===== src/hw/rtl/pcd_pkg.sv =====
// Shared constants, transaction types and control bundles of the path conflict detector.
`timescale 1ns / 1ps
package pcd_pkg;

    localparam int MAX_AGENTS = 16;
    localparam int MAX_STEPS  = 256;
    localparam int COORD_BITS = 8;

    localparam int AGENT_W = $clog2(MAX_AGENTS);
    localparam int CNT_W   = AGENT_W + 1;
    localparam int STEP_W  = $clog2(MAX_STEPS);
    localparam int LEN_W   = STEP_W + 1;
    localparam int CELL_W  = 2 * COORD_BITS;
    localparam int ADDR_W  = AGENT_W + STEP_W;
    localparam int CFG_W   = 5;

    localparam logic [1:0] OP_LOAD   = 2'd0;
    localparam logic [1:0] OP_VERTEX = 2'd1;
    localparam logic [1:0] OP_EDGE   = 2'd2;
    localparam logic [1:0] OP_NOP    = 2'd3;

    localparam logic KIND_VERTEX = 1'b0;
    localparam logic KIND_EDGE   = 1'b1;

    typedef struct packed {
        logic [1:0] op;
        logic [3:0] agent;
        logic [7:0] step;
        logic [7:0] cell_x;
        logic [7:0] cell_y;
        logic       last;
    } req_item_t;

    typedef struct packed {
        logic        found;
        logic        kind;
        logic [7:0]  conflict_time;
        logic [7:0]  node_x;
        logic [7:0]  node_y;
        logic [7:0]  to_x;
        logic [7:0]  to_y;
        logic [15:0] agent_mask;
        logic [3:0]  first_agent;
        logic [3:0]  second_agent;
    } rsp_item_t;

    typedef struct packed {
        logic               valid;
        logic [AGENT_W-1:0] agent;
        logic [STEP_W-1:0]  step;
        logic               last;
    } load_ctl_t;

    typedef struct packed {
        logic valid;
        logic is_edge;
    } search_ctl_t;

endpackage


===== src/hw/rtl/pcd_engine.sv =====
// Search engine: path lengths, per-time-step scan of the cell RAM and conflict capture.
`timescale 1ns / 1ps
module pcd_engine (
    input  logic                                clk,
    input  logic                                rst_n,
    input  pcd_pkg::load_ctl_t                  load,
    input  pcd_pkg::search_ctl_t                cmd,
    input  logic [pcd_pkg::CFG_W-1:0]           agent_count,
    input  logic                                out_free,
    output logic                                rd_en,
    output logic [pcd_pkg::ADDR_W-1:0]          rd_addr,
    input  logic [pcd_pkg::CELL_W-1:0]          rd_data,
    output logic                                busy,
    output logic                                done,
    output pcd_pkg::rsp_item_t                  result
);

    localparam logic [2:0] ST_IDLE   = 3'd0;
    localparam logic [2:0] ST_START  = 3'd1;
    localparam logic [2:0] ST_SCAN   = 3'd2;
    localparam logic [2:0] ST_MASK   = 3'd3;
    localparam logic [2:0] ST_FINISH = 3'd4;

    localparam int NA = pcd_pkg::MAX_AGENTS;
    localparam int AW = pcd_pkg::AGENT_W;
    localparam int CW = pcd_pkg::CNT_W;
    localparam int LW = pcd_pkg::LEN_W;
    localparam int SW = pcd_pkg::STEP_W;
    localparam int XW = pcd_pkg::CELL_W;
    localparam int BW = pcd_pkg::COORD_BITS;

    logic [2:0]    state_reg, state_next;
    logic          edge_reg;
    logic [CW-1:0] n_reg;
    logic [LW-1:0] t_reg;
    logic [CW-1:0] ia_reg;
    logic          pend_reg;
    logic [AW-1:0] pend_agent_reg;
    logic          hit_reg;
    logic [XW-1:0] hit_cell_reg;
    logic [XW-1:0] to_reg;
    logic [AW-1:0] first_reg;
    logic [AW-1:0] second_reg;
    logic [NA-1:0] mask_reg;
    logic [LW-1:0] len_reg  [NA];
    logic [XW-1:0] cur_reg  [NA];
    logic [XW-1:0] prev_reg [NA];

    logic [NA-1:0] vpart, epart, vmatch, ematch, mask_calc;
    logic [CW-1:0] n_sat;
    logic          alive, issue, pass_end;
    logic [AW-1:0] ia_idx, sec_idx;
    logic [LW-1:0] len_sel, step_sel;
    logic [XW-1:0] from_j;
    logic          vhit, ehit, hit_now;

    assign n_sat = (agent_count > pcd_pkg::CFG_W'(NA)) ? CW'(NA) : CW'(agent_count);

    always_comb
    begin
        for (int i = 0; i < NA; i++)
        begin
            vpart[i] = (CW'(i) < n_reg) && (len_reg[i] != '0);
            epart[i] = (CW'(i) < n_reg) && (len_reg[i] > t_reg);
        end
    end

    assign alive = |epart;

    // read issue: one agent per cycle, address clamped to the final cell
    assign ia_idx   = ia_reg[AW-1:0];
    assign issue    = (state_reg == ST_SCAN) && (ia_reg < n_reg);
    assign len_sel  = len_reg[ia_idx];
    assign step_sel = (t_reg < len_sel) ? t_reg : (len_sel - LW'(1));
    assign rd_en    = issue;
    assign rd_addr  = {ia_idx, step_sel[SW-1:0]};
    assign pass_end = (state_reg == ST_SCAN) && !issue && !pend_reg;

    assign from_j = prev_reg[pend_agent_reg];

    always_comb
    begin
        sec_idx = '0;
        for (int i = 0; i < NA; i++)
        begin
            vmatch[i] = (AW'(i) < pend_agent_reg) && vpart[i] && (cur_reg[i] == rd_data);
            ematch[i] = (AW'(i) < pend_agent_reg) && epart[i] &&
                        (prev_reg[i] == rd_data) && (cur_reg[i] == from_j);
            mask_calc[i] = vpart[i] && (cur_reg[i] == hit_cell_reg);
            if (ematch[i])
            begin
                sec_idx = AW'(i);
            end
        end
    end

    assign vhit    = vpart[pend_agent_reg] && (|vmatch);
    assign ehit    = (t_reg != '0) && epart[pend_agent_reg] && (from_j != rd_data) && (|ematch);
    assign hit_now = pend_reg && !hit_reg && (edge_reg ? ehit : vhit);

    always_comb
    begin
        state_next = state_reg;
        unique case (state_reg)
            ST_IDLE:
            begin
                if (cmd.valid)
                begin
                    state_next = ST_START;
                end
            end
            ST_START:
            begin
                state_next = alive ? ST_SCAN : ST_FINISH;
            end
            ST_SCAN:
            begin
                if (pass_end)
                begin
                    if (hit_reg)
                    begin
                        state_next = edge_reg ? ST_FINISH : ST_MASK;
                    end
                    else
                    begin
                        state_next = ST_START;
                    end
                end
            end
            ST_MASK:
            begin
                state_next = ST_FINISH;
            end
            ST_FINISH:
            begin
                if (out_free)
                begin
                    state_next = ST_IDLE;
                end
            end
            default:
            begin
                state_next = ST_IDLE;
            end
        endcase
    end

    always_ff @(posedge clk or negedge rst_n)
    begin
        if (!rst_n)
        begin
            state_reg <= ST_IDLE;
            pend_reg  <= 1'b0;
            hit_reg   <= 1'b0;
            for (int i = 0; i < NA; i++)
            begin
                len_reg[i] <= '0;
            end
        end
        else
        begin
            state_reg <= state_next;
            pend_reg  <= issue;
            if (state_reg == ST_IDLE && cmd.valid)
            begin
                hit_reg <= 1'b0;
            end
            else if (hit_now)
            begin
                hit_reg <= 1'b1;
            end
            if (load.valid)
            begin
                if (load.last)
                begin
                    len_reg[load.agent] <= LW'(load.step) + LW'(1);
                end
                else if (load.step == '0)
                begin
                    len_reg[load.agent] <= '0;
                end
            end
        end
    end

    // datapath registers, no reset needed
    always_ff @(posedge clk)
    begin
        if (state_reg == ST_IDLE && cmd.valid)
        begin
            edge_reg <= cmd.is_edge;
            n_reg    <= n_sat;
            t_reg    <= '0;
        end
        if (state_reg == ST_START)
        begin
            ia_reg <= '0;
        end
        else if (issue)
        begin
            ia_reg <= ia_reg + CW'(1);
        end
        pend_agent_reg <= ia_idx;
        if (pend_reg)
        begin
            cur_reg[pend_agent_reg] <= rd_data;
        end
        if (hit_now)
        begin
            hit_cell_reg <= edge_reg ? from_j : rd_data;
            to_reg       <= rd_data;
            first_reg    <= pend_agent_reg;
            second_reg   <= sec_idx;
        end
        if (pass_end && !hit_reg)
        begin
            t_reg <= t_reg + LW'(1);
            for (int i = 0; i < NA; i++)
            begin
                prev_reg[i] <= cur_reg[i];
            end
        end
        if (state_reg == ST_MASK)
        begin
            mask_reg <= mask_calc;
        end
    end

    assign busy = (state_reg != ST_IDLE);
    assign done = (state_reg == ST_FINISH) && out_free;

    always_comb
    begin
        result      = '0;
        result.kind = edge_reg ? pcd_pkg::KIND_EDGE : pcd_pkg::KIND_VERTEX;
        if (hit_reg)
        begin
            result.found         = 1'b1;
            result.conflict_time = t_reg[7:0];
            result.node_x        = 8'(hit_cell_reg[BW-1:0]);
            result.node_y        = 8'(hit_cell_reg[XW-1:BW]);
            if (edge_reg)
            begin
                result.to_x         = 8'(to_reg[BW-1:0]);
                result.to_y         = 8'(to_reg[XW-1:BW]);
                result.first_agent  = 4'(first_reg);
                result.second_agent = 4'(second_reg);
            end
            else
            begin
                result.agent_mask = 16'(mask_reg);
            end
        end
    end

endmodule


===== config.mk =====
export PLATFORM = sky130hd
export DESIGN_NAME = pcd_engine
export DESIGN_NICKNAME = d
export VERILOG_FILES = /design/src/hw/rtl/pcd_pkg.sv /design/src/hw/rtl/pcd_engine.sv
export SDC_FILE = /design/constraint.sdc
export NUM_CORES = 2
export LEC_CHECK = 0
export BUFFER_PORTS_ARGS = -buffer_cell sky130_fd_sc_hd__buf_2
export CORE_MARGIN = 2
export CORE_UTILIZATION = 40
export DETAILED_ROUTE_END_ITERATION = 8
export GPL_TIMING_DRIVEN = 0
export HOLD_SLACK_MARGIN = 0.03
export MAX_ROUTING_LAYER = met4
export PLACE_DENSITY = 0.63
export SETUP_SLACK_MARGIN = 0.05
export SKIP_LAST_GASP = 1
export SYNTH_ARGS = -nofsm -noshare
export SYNTH_HDL_FRONTEND = slang
export SYNTH_SLANG_ARGS = --single-unit
export TNS_END_PERCENT = 50

===== constraint.sdc =====
create_clock -name clk -period 7.69 [get_ports clk]
set_input_delay 1.538 -clock clk [delete_from_list [all_inputs] [get_ports clk]]
set_output_delay 1.538 -clock clk [all_outputs]
set_load 0.01 [all_outputs]

==> flow_summary.yaml <==
route:
  wire_per_inst_um: 50.8
  drt_wl_total_um: 331000
  vias: 45900
  ant_nets: 0
  vias_per_cell: 7.06
  drtIter0Drc: 8525
  drc: 0
  dr.pass1.iters: 8
timing:
  final-setup-viol-count: 40
  fmax_mhz: 121
  worst_pin_slew_ps: 1680
  hold_viol_final: 0
  slew_violations: 117
  period_minus_slack_ps: 8250
  finalClockSkew_ps: 53.4
  finalWorstSetupSlack_ps: -559
  rsz0062_at_grt: "false"
  period_share: 1.07
  max_slew_margin: -0.122
synthesis:
  synth_area_sq_um: 49000
  netlist_instances: 4528
  synth_area_leader_cell: "edfxtp_1"
  synthTopCellsByCount: "edfxtp_1 (583), xor2_1 (536), xnor2_1 (506), o21ai_0 (342), clkbuf_1 (213)"
  synth.area.top_cells: "edfxtp_1 (36%), xor2_1 (9.6%), xnor2_1 (9.0%)"
  syn-num-nets: 4730
  async_reset_ff_frac: 0.201
  yosysTopAreaCellShare: 0.357
  ys_seq_elements: 741
  syn_avg_cell_area_sq_um: 10.8
  synth_flop_cell: "edfxtp_1"
  synth-warning-count: 0
  synth_edf_count: 583
  ys_seq_area_frac: 0.437
  yosysUniqueCellTypes: 105
  synth_most_common_cell: "edfxtp_1"
placement:
  globalplace.congestion: 1.12
  dpl-instance-area_sq_um: 52400
  io_buffers: 120
  hpwl_um: 245000
  place_inst: 6309
floorplanning:
  core_sq_um: 122000
  dieArea_sq_um: 125000
  die_w_um: 354
  io_pins: 121
  die-height_um: 354
  num_rows: 128
  start_util: 0.403
worst_setup_path:
  criticalPathCategory: "register to register"
  crit_path_start_kind: "register"
  critPathCaptureType: "register"
  crit_required_ps: 8140
  worstPathArrival_ps: 8690
  cp_max_fo: 21
clocking:
  cts_sinks: 741
  ctsHtreeMaxLevel: 3
  cts_hold_buf: 0
  worstSkewPairLatency_ps: 760
  clkTransAtPathRegs_ps: 80
  ctsLongestPathBuffers: 3
  cts_buffers: 90
  cts_root_buf: "clkbuf_16"
  tritoncts: "yes"
cells_and_area:
  instances_no_fill: 6502
  finalInstanceArea_sq_um: 55800
  nNetsFinal: 4977
  finish.utilization: 0.458
  drive_gt1_frac: 0.139
  area_delta_synth_final_pct: 13.8
global_route:
  first_global_vias: 42500
  grt_max_degree: 97
  grt_usage: 0.532
  grt_first_pass_wirelength_um: 423000
  antenna_found_initial: 38
  grt-ovfl-total: 0
power_and_ir_drop:
  ir_drop_uv: 212
  power.density_nw_per_um2: 321
  total_power_mw: 17.9
  p_leak_nw: 19.4
run:
  drv_cap: 17
run_status:
  violations: "capacitance limit, slew limit, setup timing"
  outcome: "complete, but fails checks"
hold_path:
  hp-class: "register to register"
-- area by class of cell --
cell class	instances	area, sq um
clock inverters	53	631
diodes	33	82.6
flip-flops and latches	741	21400
repair buffers	157	1170
inverters	83	315
well taps	1625	2030
clock buffers	108	2420
plain buffers	340	1760
fillers	11500	66000
multi-input cells	3362	25900
-- placed cells by master, fill, tap and decap left out, types with 20 or more instances in the layout --
cell         n
edfxtp_1   583
xor2_1     536
xnor2_1    506
o21ai_0    340
nand2_1    190
nor2_1     173
clkbuf_1   166
ha_1       162
buf_2      158
dfrtp_1    149
nand4_1    146
nor4_1     140
mux2i_1    111
a21oi_1    100
clkbuf_16   94
nor3_1      92
nand3_1     77
inv_1       76
mux4_2      69
clkbuf_2    58
mux2_2      51
and2_1      47
o22ai_1     42
nor2b_1     34
and3_1      34
diode_2     33
buf_1       30
a22oi_1     30
o21a_1      30
buf_4       28
a31oi_1     22
nand2b_1    20
a211oi_1    20
-- per-layer routing --
layer	up-vias	GRT usage	part of all wire
met5	-	-	0
met1	23000	0.625	0.36
met2	4360	0.727	0.40
met3	1285	0.203	0.14
li1	17300	-	-
met4	0	0.411	0.099
-- worst max-delay path: stages (launching register included) --
cell and delay [ps]:
dfxtp_2 820, clkdlybuf4s15_2 800, inv_2 390, buf_2 440, clkbuf_2 470, clkbuf_1 670
o21ai_1 640, o2111ai_1 200, a21oi_1 560, nand4_1 230, nor4_2 580, a2111oi_0 300
o2111ai_1 360, o211ai_2 120, a21boi_2 400, nor2b_4 600, buf_12 250
-- cells by family after synthesis --
kind of cell               Yosys count  synth area share
and+or+nand+nor                   1064             0.115
xor gates and xnor gates          1042             0.186
AOI/OAI and AO/OA                  850             0.113
adders and majority gates          162            0.0414
muxes                              243            0.0697
buffers and inverters              426            0.0385
DFF                                741             0.437
-- path summary, 6_finish.rpt --
check                                               start                         to  slack [ps]  depth (start not counted)
worst max-delay path            pend_agent_reg[3]$_DFF_P_       to_reg[10]$_DFFE_PP_        -560                         16
worst max register to register  pend_agent_reg[3]$_DFF_P_       to_reg[10]$_DFFE_PP_        -560                         16
worst min register to register   cur_reg[15][2]$_DFFE_PP_  prev_reg[15][2]$_DFFE_PP_         430                          0
max in group asynchronous                           rst_n     len_reg[9]$_DFFE_PN0P_        5960                          2
worst min-delay path             cur_reg[15][2]$_DFFE_PP_  prev_reg[15][2]$_DFFE_PP_         430                          0
min in group asynchronous                           rst_n    len_reg[62]$_DFFE_PN0P_         790                          1
-- report_power, final --
part           total, mW  leakage, nW  switching [mW]  internal [mW]
logic               8.28         10.8            5.92           2.36
clock network       4.58         1.46            1.95           2.63
registers           5.03         7.15           0.457           4.57
-- repair_timing --
action	in CTS	in global routing
gates cloned	1	0
endpoints found under the hold margin	0	0
gates resized for setup	71	30
setup endpoints to repair	52	38
setup buffers	0	0
-- metrics by stage --
stage | setup TNS [ps] | worst slack, ps | hold WS, ps
floorplan | 0 | 1020 | 380
global placement | -909200 | -5060 | 428
detailed placement | -87400 | -2130 | 429
CTS | 0 | 57.1 | 405
global route | 0 | 61.8 | 439
finish | -18560 | -559 | 425
Power figures use the tool's default switching activity.
